File: config.mk
export PLATFORM = sky130hd
export DESIGN_NAME = multi_slot_periodic_timer
export DESIGN_NICKNAME = d
export VERILOG_FILES = /design/src/sv/mst_pkg.sv /design/src/sv/multi_slot_periodic_timer.sv /design/src/sv/mst_ram.sv /design/src/sv/mst_front.sv /design/src/sv/mst_back.sv
export SDC_FILE = /design/constraint.sdc
export NUM_CORES = 2
export LEC_CHECK = 0
export BUFFER_PORTS_ARGS = -buffer_cell sky130_fd_sc_hd__buf_4
export CORE_AREA = 2 2 379 381
export CTS_BUF_LIST = sky130_fd_sc_hd__clkbuf_4
export CTS_CLUSTER_DIAMETER = 50
export CTS_CLUSTER_SIZE = 8
export DETAILED_ROUTE_END_ITERATION = 12
export DIE_AREA = 0 0 381 383
export GPL_TIMING_DRIVEN = 0
export PLACE_DENSITY = 0.47
export SKIP_LAST_GASP = 1
export SLEW_MARGIN = 20
export SYNTH_ARGS = -nofsm -noshare
export SYNTH_HDL_FRONTEND = slang
export SYNTH_SLANG_ARGS = --single-unit
File: constraint.sdc
create_clock -name clk -period 19.2 [get_ports clk]
set_input_delay 1.92 -clock clk [delete_from_list [all_inputs] [get_ports clk]]
set_output_delay 1.92 -clock clk [all_outputs]
set_load 0.01 [all_outputs]
File: src/sv/mst_pkg.sv
`timescale 1ns / 1ps

package mst_pkg;

  localparam int CMD_W    = 3;
  localparam int ID_W     = 6;
  localparam int PERIOD_W = 16;
  localparam int TICK_W   = 16;
  localparam int KIND_W   = 2;
  localparam int CFG_IDX_W  = 1;
  localparam int CFG_DATA_W = 16;
  localparam int QDEPTH   = 2;

  localparam logic [CMD_W-1:0] CMD_TICK    = 3'd0;
  localparam logic [CMD_W-1:0] CMD_SET     = 3'd1;
  localparam logic [CMD_W-1:0] CMD_KILL    = 3'd2;
  localparam logic [CMD_W-1:0] CMD_RESTART = 3'd3;
  localparam logic [CMD_W-1:0] CMD_REFRESH = 3'd4;
  localparam logic [CMD_W-1:0] CMD_QUERY   = 3'd5;

  localparam logic [KIND_W-1:0] EV_FIRE  = 2'd0;
  localparam logic [KIND_W-1:0] EV_DONE  = 2'd1;
  localparam logic [KIND_W-1:0] EV_BADID = 2'd2;

  localparam logic [CFG_IDX_W-1:0] REG_TPS  = 1'd0;
  localparam logic [CFG_IDX_W-1:0] REG_FAST = 1'd1;

  localparam logic [TICK_W-1:0] TPS_RESET  = 16'd1000;
  localparam logic [TICK_W-1:0] FAST_RESET = 16'd100;

  typedef struct packed {
    logic [CMD_W-1:0]    cmd;
    logic [ID_W-1:0]     slot_id;
    logic [PERIOD_W-1:0] period_seconds;
  } cmd_item_t;

  typedef struct packed {
    logic [KIND_W-1:0] event_kind;
    logic [ID_W-1:0]   event_slot;
    logic              slot_armed;
    logic              last_result;
  } result_item_t;

  typedef struct packed {
    logic [TICK_W-1:0] tps;
    logic [TICK_W-1:0] fast;
  } cfg_t;

  typedef enum logic [2:0] {
    OP_TICK,
    OP_REFRESH,
    OP_SET,
    OP_KILL,
    OP_RESTART,
    OP_QUERY,
    OP_NOP,
    OP_BADID
  } job_op_e;

  typedef struct packed {
    job_op_e             op;
    logic [ID_W-1:0]     slot;
    logic [PERIOD_W-1:0] period;
  } job_t;

  typedef struct packed {
    logic                armed;
    logic [PERIOD_W-1:0] period;
    logic [TICK_W-1:0]   sub;
    logic [TICK_W-1:0]   sec;
  } slot_entry_t;

  typedef enum logic [1:0] {
    B_IDLE,
    B_EXEC,
    B_DONE
  } back_state_e;

endpackage

File: src/sv/multi_slot_periodic_timer.sv
`timescale 1ns / 1ps

// channel   | handshake           | payload
// ----------+---------------------+----------------------------------------
// command   | start, busy         | item   (cmd, slot_id, period_seconds)
// result    | result_valid        | result (event_kind, event_slot,
//           |                     |         slot_armed, last_result)
// config    | cfg_we              | cfg_index, cfg_data
//
// Tick and refresh pop the queue, then walk every slot through the slot RAM
// (read one slot ahead, write back the current), then give the done result.
// Other commands pop the queue, then execute and give their result.
// A 2-entry command queue sits in front; busy is high only while it is full.
// Reset is synchronous; slots read as zero at once via per-slot valid bits.
// Results appear for one cycle on result_valid; the receiver cannot stall.

module multi_slot_periodic_timer #(
  parameter int NUM_SLOTS = 16,
  parameter int FAST_SLOT = 0
) (
  input  logic                                clk,
  input  logic                                rst,
  input  logic                                start,
  output logic                                busy,
  input  mst_pkg::cmd_item_t                  item,
  input  logic                                cfg_we,
  input  logic [mst_pkg::CFG_IDX_W-1:0]       cfg_index,
  input  logic [mst_pkg::CFG_DATA_W-1:0]      cfg_data,
  output logic                                result_valid,
  output mst_pkg::result_item_t               result
);

  import mst_pkg::*;

  cfg_t cfg;
  logic q_valid;
  job_t q_item;
  logic q_pop;

  always_ff @(posedge clk) begin
    if (rst) begin
      cfg.tps  <= TPS_RESET;
      cfg.fast <= FAST_RESET;
    end else if (cfg_we) begin
      unique case (cfg_index)
        REG_TPS:  cfg.tps  <= cfg_data;
        REG_FAST: cfg.fast <= cfg_data;
      endcase
    end
  end

  mst_front #(
    .NUM_SLOTS (NUM_SLOTS)
  ) u_front (
    .clk     (clk),
    .rst     (rst),
    .start   (start),
    .item    (item),
    .busy    (busy),
    .q_valid (q_valid),
    .q_item  (q_item),
    .q_pop   (q_pop)
  );

  mst_back #(
    .NUM_SLOTS (NUM_SLOTS),
    .FAST_SLOT (FAST_SLOT)
  ) u_back (
    .clk          (clk),
    .rst          (rst),
    .cfg          (cfg),
    .q_valid      (q_valid),
    .q_item       (q_item),
    .q_pop        (q_pop),
    .result_valid (result_valid),
    .result       (result)
  );

endmodule

File: src/sv/mst_ram.sv
`timescale 1ns / 1ps

module mst_ram #(
  parameter int WIDTH = 49,
  parameter int DEPTH = 16
) (
  input  logic                                    clk,
  input  logic                                    we,
  input  logic [(DEPTH > 1 ? $clog2(DEPTH) : 1)-1:0] waddr,
  input  logic [WIDTH-1:0]                        wdata,
  input  logic [(DEPTH > 1 ? $clog2(DEPTH) : 1)-1:0] raddr,
  output logic [WIDTH-1:0]                        rdata
);

  logic [WIDTH-1:0] mem [DEPTH];

  always_ff @(posedge clk) begin
    if (we) begin
      mem[waddr] <= wdata;
    end
    rdata <= mem[raddr];
  end

endmodule

File: src/sv/mst_front.sv
`timescale 1ns / 1ps

module mst_front #(
  parameter int NUM_SLOTS = 16
) (
  input  logic               clk,
  input  logic               rst,
  input  logic               start,
  input  mst_pkg::cmd_item_t item,
  output logic               busy,
  output logic               q_valid,
  output mst_pkg::job_t      q_item,
  input  logic               q_pop
);

  import mst_pkg::*;

  localparam int QAW = QDEPTH > 1 ? $clog2(QDEPTH) : 1;

  job_t           q_mem [QDEPTH];
  logic [QAW-1:0] wr_ptr;
  logic [QAW-1:0] rd_ptr;
  logic [QAW:0]   count;
  logic           push;
  logic           bad_id;
  job_t           job;

  // classify the incoming transaction
  always_comb begin
    bad_id     = item.slot_id >= ID_W'(NUM_SLOTS);
    job.slot   = item.slot_id;
    job.period = item.period_seconds;
    unique case (item.cmd)
      CMD_TICK:    job.op = OP_TICK;
      CMD_REFRESH: job.op = OP_REFRESH;
      CMD_SET:     job.op = bad_id ? OP_BADID : OP_SET;
      CMD_KILL:    job.op = bad_id ? OP_BADID : OP_KILL;
      CMD_RESTART: job.op = bad_id ? OP_BADID : OP_RESTART;
      CMD_QUERY:   job.op = bad_id ? OP_BADID : OP_QUERY;
      default:     job.op = OP_NOP;
    endcase
  end

  assign busy    = count == (QAW+1)'(QDEPTH);
  assign push    = start && !busy;
  assign q_valid = count != '0;
  assign q_item  = q_mem[rd_ptr];

  always_ff @(posedge clk) begin
    if (rst) begin
      wr_ptr <= '0;
      rd_ptr <= '0;
      count  <= '0;
    end else begin
      if (push) begin
        wr_ptr <= (wr_ptr == QAW'(QDEPTH-1)) ? '0 : wr_ptr + 1'b1;
      end
      if (q_pop) begin
        rd_ptr <= (rd_ptr == QAW'(QDEPTH-1)) ? '0 : rd_ptr + 1'b1;
      end
      if (push && !q_pop) begin
        count <= count + 1'b1;
      end else if (!push && q_pop) begin
        count <= count - 1'b1;
      end
    end
  end

  always_ff @(posedge clk) begin
    if (push) begin
      q_mem[wr_ptr] <= job;
    end
  end

endmodule

File: src/sv/mst_back.sv
`timescale 1ns / 1ps

module mst_back #(
  parameter int NUM_SLOTS = 16,
  parameter int FAST_SLOT = 0
) (
  input  logic                  clk,
  input  logic                  rst,
  input  mst_pkg::cfg_t         cfg,
  input  logic                  q_valid,
  input  mst_pkg::job_t         q_item,
  output logic                  q_pop,
  output logic                  result_valid,
  output mst_pkg::result_item_t result
);

  import mst_pkg::*;

  localparam int SW = NUM_SLOTS > 1 ? $clog2(NUM_SLOTS) : 1;
  localparam bit HAS_FAST = FAST_SLOT < NUM_SLOTS;
  localparam logic [SW-1:0] FAST_IDX = HAS_FAST ? SW'(FAST_SLOT) : '0;
  localparam logic [SW-1:0] LAST_IDX = SW'(NUM_SLOTS - 1);
  localparam int EW = $bits(slot_entry_t);

  back_state_e          state, state_next;
  job_t                 job;
  logic [SW-1:0]        idx;
  logic [NUM_SLOTS-1:0] vld;
  logic                 rd_vld;
  logic [SW-1:0]        rd_addr;
  logic [SW-1:0]        head_addr;
  logic [EW-1:0]        rdata;
  slot_entry_t          ent;
  logic                 wr_en;
  slot_entry_t          wr_data;
  logic                 ev_valid;
  result_item_t         ev;
  logic                 is_walk;
  logic                 walk_end;

  logic [TICK_W-1:0]    tps_eff;
  logic                 wrap;
  logic [TICK_W-1:0]    sub_n;
  logic [TICK_W-1:0]    sec_n;
  logic [2*TICK_W-1:0]  total;
  logic                 fire;
  slot_entry_t          tick_ent;

  mst_ram #(
    .WIDTH (EW),
    .DEPTH (NUM_SLOTS)
  ) u_ram (
    .clk   (clk),
    .we    (wr_en),
    .waddr (idx),
    .wdata (wr_data),
    .raddr (rd_addr),
    .rdata (rdata)
  );

  // never-written entries read as zero
  assign ent      = rd_vld ? slot_entry_t'(rdata) : '0;
  assign is_walk  = job.op == OP_TICK || job.op == OP_REFRESH;
  assign walk_end = idx == LAST_IDX;

  assign head_addr = (q_item.op == OP_SET || q_item.op == OP_KILL ||
                      q_item.op == OP_RESTART || q_item.op == OP_QUERY) ?
                     q_item.slot[SW-1:0] : '0;

  // per-slot tick update
  always_comb begin
    tps_eff  = (cfg.tps == '0) ? TICK_W'(1) : cfg.tps;
    wrap     = ({1'b0, ent.sub} + (TICK_W+1)'(1)) >= {1'b0, tps_eff};
    sub_n    = wrap ? '0 : ent.sub + 1'b1;
    sec_n    = (wrap && ent.sec != '1) ? ent.sec + 1'b1 : ent.sec;
    total    = {{TICK_W{1'b0}}, sec_n} * {{TICK_W{1'b0}}, tps_eff}
             + {{TICK_W{1'b0}}, sub_n};
    if (HAS_FAST && idx == FAST_IDX) begin
      fire = total > {{TICK_W{1'b0}}, cfg.fast};
    end else begin
      fire = sec_n >= ent.period;
    end
    tick_ent     = ent;
    tick_ent.sub = fire ? '0 : sub_n;
    tick_ent.sec = fire ? '0 : sec_n;
  end

  always_comb begin
    state_next = state;
    unique case (state)
      B_IDLE: begin
        if (q_valid) begin
          state_next = B_EXEC;
        end
      end
      B_EXEC: begin
        if (!is_walk) begin
          state_next = B_IDLE;
        end else if (walk_end) begin
          state_next = B_DONE;
        end
      end
      B_DONE:  state_next = B_IDLE;
      default: state_next = B_IDLE;
    endcase
  end

  always_comb begin
    q_pop    = 1'b0;
    rd_addr  = '0;
    wr_en    = 1'b0;
    wr_data  = ent;
    ev_valid = 1'b0;
    ev       = '0;
    unique case (state)
      B_IDLE: begin
        q_pop   = q_valid;
        rd_addr = head_addr;
      end
      B_EXEC: begin
        if (is_walk && !walk_end) begin
          rd_addr = idx + 1'b1;
        end
        unique case (job.op)
          OP_TICK: begin
            if (ent.period != '0) begin
              wr_en   = 1'b1;
              wr_data = tick_ent;
              if (fire && ent.armed) begin
                ev_valid      = 1'b1;
                ev.event_kind = EV_FIRE;
                ev.event_slot = ID_W'(idx);
              end
            end
          end
          OP_REFRESH: begin
            if (ent.period != '0) begin
              wr_en       = 1'b1;
              wr_data.sub = '0;
              wr_data.sec = '0;
            end
          end
          OP_SET: begin
            wr_en          = 1'b1;
            wr_data.armed  = 1'b1;
            wr_data.period = job.period;
            wr_data.sub    = '0;
            wr_data.sec    = '0;
            ev_valid       = 1'b1;
            ev             = '{EV_DONE, job.slot, 1'b0, 1'b1};
          end
          OP_KILL: begin
            wr_en          = 1'b1;
            wr_data.armed  = 1'b0;
            wr_data.period = '0;
            ev_valid       = 1'b1;
            ev             = '{EV_DONE, job.slot, 1'b0, 1'b1};
          end
          OP_RESTART: begin
            wr_en       = 1'b1;
            wr_data.sub = '0;
            wr_data.sec = '0;
            ev_valid    = 1'b1;
            ev          = '{EV_DONE, job.slot, 1'b0, 1'b1};
          end
          OP_QUERY: begin
            ev_valid = 1'b1;
            ev       = '{EV_DONE, job.slot, ent.armed, 1'b1};
          end
          OP_NOP: begin
            ev_valid = 1'b1;
            ev       = '{EV_DONE, '0, 1'b0, 1'b1};
          end
          OP_BADID: begin
            ev_valid = 1'b1;
            ev       = '{EV_BADID, job.slot, 1'b0, 1'b1};
          end
          default: ;
        endcase
      end
      B_DONE: begin
        ev_valid = 1'b1;
        ev       = '{EV_DONE, '0, 1'b0, 1'b1};
      end
      default: ;
    endcase
  end

  always_ff @(posedge clk) begin
    if (rst) begin
      state        <= B_IDLE;
      result_valid <= 1'b0;
      vld          <= '0;
    end else begin
      state        <= state_next;
      result_valid <= ev_valid;
      if (wr_en) begin
        vld[idx] <= 1'b1;
      end
    end
  end

  always_ff @(posedge clk) begin
    result <= ev;
    rd_vld <= vld[rd_addr];
    if (q_pop) begin
      job <= q_item;
      idx <= rd_addr;
    end else if (state == B_EXEC && is_walk && !walk_end) begin
      idx <= idx + 1'b1;
    end
  end

endmodule

==> run_results.csv <==
group,metric,value,unit
outcome,outcome,"completed",
route,vias,34400,
sta,timing.fmax,0.0587,GHz
global_route,grt_pass1_vias,33900,
pwr,power.share.clock,13.4,%
worst_setup_path,endpoint_kind,"flop",
global_route,grtUsageTotal,21.0,%
route,wl_per_cell,23.2,um
global_route,use_met2,34.3,%
global_route,grt_busiest_layer,"met2",
worst_setup_path,crit_required,19990,ps
floorplanning,io-pin-count,58,
placement,place_worst_setup_slack,2400,ps
floorplanning,dieArea,146000,sq um
synth,synthArstFlopShare,0,%
sta,slew_viol_final,0,
synth,seq_area_frac_synth,57.4,%
synth,ys.flop_type,"edfxtp_1",
synth,post_synth_num_cell_types,78,
worst_setup_path,r2r_end,"u_back.u_ram.mem[1][14]",
worst_setup_path,max_stage_delay,880,ps
worst_setup_path,cp_max_fo,16,
route,viasPerCell,5.17,
worst_hold_path,min-delay-start,"u_back.job[20]",
sta,holdWs,457,ps
placement,numPortBuffers,56,
finish,drive_gt1_share,10.6,%
clocking,htree_levels,4,
pwr,intPower,0.00523,W
sta,skew,98.6,ps
floorplanning,start_util,34.6,%
sta,period_minus_slack,17020,ps
clocking,path_clk_slew,90,ps
clocking,tritoncts,"yes",
clocking,cts-hold-fix-buffers,0,
floorplanning,rows,139,
synth,synth_fp_nets,4781,
floorplanning,core-area,142000,sq um
global_route,grt_pass1_wl,225000,um
worst_setup_path,timing.rr.start,"u_back.rd_vld",
worst_setup_path,crit_slowest_cell,"xor2_1",
worst_hold_path,min_to,"u_back.result[6]",
synth,syn_inst,4361,
synth,netlist_area,49200,sq um
worst_setup_path,start_kind,"flop",
worst_setup_path,regToRegSetupSlack,2180,ps
sta,worst_pin_slew,1190,ps
route,first_pass_iters,6,
placement,dpl.hpwl,112000,um
global_route,grt_max_degree,27,
pwr,combPwrFrac,59.2,%
floorplanning,die_x,381,um
synth,synth_warnings,0,
clocking,cts_max_path_buffers,3,
clocking,root_buffer,"clkbuf_4",
pwr,p_sw_share,48.7,%
synth,synth.avg_cell_area,11.3,sq um
worst_hold_path,whs_path_depth,1,
floorplanning,die_y,383,um
pwr,p_sw,0.00497,W
pwr,leakagePower,20.9,nW
pwr,vdd.ir_drop.worst,0.219,mV
worst_setup_path,crit_arrival,17820,ps
route,routed_wl,154000,um
clocking,clock_sinks,979,
job,cap_violations,0,
clocking,clk_latency,1200,ps
pwr,seq_power_share,27.4,%
synth,synth_enable_flop_cells,863,
finish,nNetsFinal,5077,
clocking,cts_resized,0,
sta,tns,0,ps
route,drtAntennaViolNets,0,
sta,rsz0062_at_grt,"false",
clocking,numCtsBuffers,151,
sta,max-slew-margin-rel,20.7,%
global_route,grt_use_met1,28.7,%
global_route,use_met3,3.05,%
sta,finalSetupViolCount,0,
global_route,antenna_found_initial,8,
placement,routabilityCongestion,0.900,
worst_setup_path,reg2regPathDepth,51,
finish,area_growth,12.7,%
route,first_iter_violations,2813,
clocking,postCtsSetupRepairBufs,0,
sta,finalHoldViolations,0,
pwr,powerDensity,184,nW/um^2
route,drcViolationCount,0,
worst_hold_path,hold_class,"reg -> reg",
pwr,power,0.0102,W
sta,period_share,88.7,%
synth,synth_seq_cells,979,
sta,fin_ws,2180,ps
global_route,gr-total-overflow,0,
worst_setup_path,crit_type,"reg -> reg",
[cells in the final DEF (no fill, tap or decap), drive strengths merged, types with 11 or more instances in the layout]
cell and n:
a211oi 11, a21o 19, a21oi 131, a22o 19
a311oi 151, a31oi 56, and2 91, and3 110
buf 175, clkbuf 426, clkinv 19, dfxtp 116
edfxtp 863, fa 210, ha 164, inv 333
mux2 22, nand2 1113, nand2b 11, nand3 224
nand3b 16, nand4 25, nor2 122, nor2b 13
nor3 37, o211ai 23, o21a 11, o21ai 75
or3 13, xnor2 18, xor2 23
[worst max-delay path by stage]
stage,start,end,slack (ps),depth (start not counted)
after CTS,u_back.rd_vld,u_back.u_ram.mem[1][9],2370,47
after detailed placement,u_back.rd_vld,u_back.u_ram.mem[13][5],2400,47
final,u_back.rd_vld,u_back.u_ram.mem[1][14],2180,51
after global routing,u_back.rd_vld,u_back.u_ram.mem[7][14],1490,51
after global placement,u_back.rd_vld,u_back.u_ram.mem[6][30],400,50
after floorplan,u_back.rd_vld,u_back.u_ram.mem[0][0],6980,47
[stage by stage]
stage | utilization [%] | instance area (sq um) | cells
floorplan | - | 49200 | 4361
global placement | 36.6 | 52000 | 6320
detailed placement | 37.7 | 53600 | 6407
CTS | 39.0 | 55500 | 6647
global route | 39.0 | 55500 | 6654
finish | 39.0 | 55500 | 6654
[layer usage]
layer | share of wire (%) | up-vias | wire, um
met5 | 0.0045 | - | 7
met1 | 45 | 17200 | 69000
met4 | 2.7 | 2 | 4170
li1 | - | 15900 | -
met2 | 47 | 1037 | 72700
met3 | 5.4 | 220 | 8370
[worst max-delay path: cells and delay by family, from the launching register on]
family	cells	cell delay, ps
AO/OA/AOI/OAI	12	4080
XOR/XNOR	2	1060
adder cells (fa/ha/maj)	10	3740
buffers and inverters	12	4310
flip-flops	1	440
AND/OR/NAND/NOR	15	2960
[flip-flops by register name, indices dropped and copies added (netlist names), named ones only]
signal and cells:
u_back.job 25, u_front.q_mem 50, u_back.result 10, u_front.count 2, u_back.state 2, u_back.result_valid 1, u_back.u_ram.rdata 49, u_back.vld 16
u_front.rd_ptr 1, cfg 32, u_front.wr_ptr 1, u_back.u_ram.mem 784, u_back.rd_vld 1, u_back.idx 4
[cell families after synthesis]
group / count (synthesis) / share of synthesized area (%)
flops: 979 / 57.4
xor+xnor: 41 / 0.729
compound gates: 554 / 7.90
mux: 31 / 0.694
fa+ha+maj: 374 / 12.7
buf+inv: 582 / 4.52
simple gates: 1800 / 16.1
[cell type report]
class,instances,area [sq um]
Multi-Input combinational cell,2800,19000
Tap cell,1903,2380
Timing Repair Buffer,143,1670
Inverter,327,1230
Clock inverter,37,398
Clock buffer,203,1520
Antenna cell,7,17.5
Sequential cell,979,28200
Fill cell,14100,86800
Buffer,255,1010
[power by group through the flow]
| stage | Combinational, W | Sequential, W | Clock, W |
|---|---|---|---|
| after floorplan | 0.00388 | 0.00281 | 0 |
| after global placement | 0.00587 | 0.00287 | 0 |
| after detailed placement | 0.00604 | 0.00285 | 0 |
| after CTS | 0.00607 | 0.00280 | 0.00141 |
| after global routing | 0.00674 | 0.00281 | 0.00150 |
| final | 0.00604 | 0.00280 | 0.00137 |
[synthesized netlist by cell type, types with 13 or more instances]
cell type,number,area share [%]
a31oi_1,56,0.71
a22o_1,19,0.34
buf_1,16,0.12
xnor2_1,18,0.32
and2_1,90,1.1
nand4_1,24,0.30
nor3_1,36,0.37
o21ai_0,51,0.52
dfxtp_1,116,4.7
ha_1,164,4.2
fa_1,210,8.5
a311oi_1,151,2.7
clkbuf_1,223,1.7
xor2_1,23,0.41
a21o_1,19,0.29
o211ai_1,23,0.35
and3_1,109,1.4
or3_1,13,0.17
nor2b_1,13,0.17
nand2_1,1113,8.5
o21ai_1,23,0.23
a21oi_1,124,1.3
mux2_2,22,0.50
edfxtp_1,863,53
nand3b_1,16,0.24
inv_1,325,2.5
nand3_1,224,2.3
nor2_1,122,0.93
No activity file was read; power rests on OpenSTA's default activity.
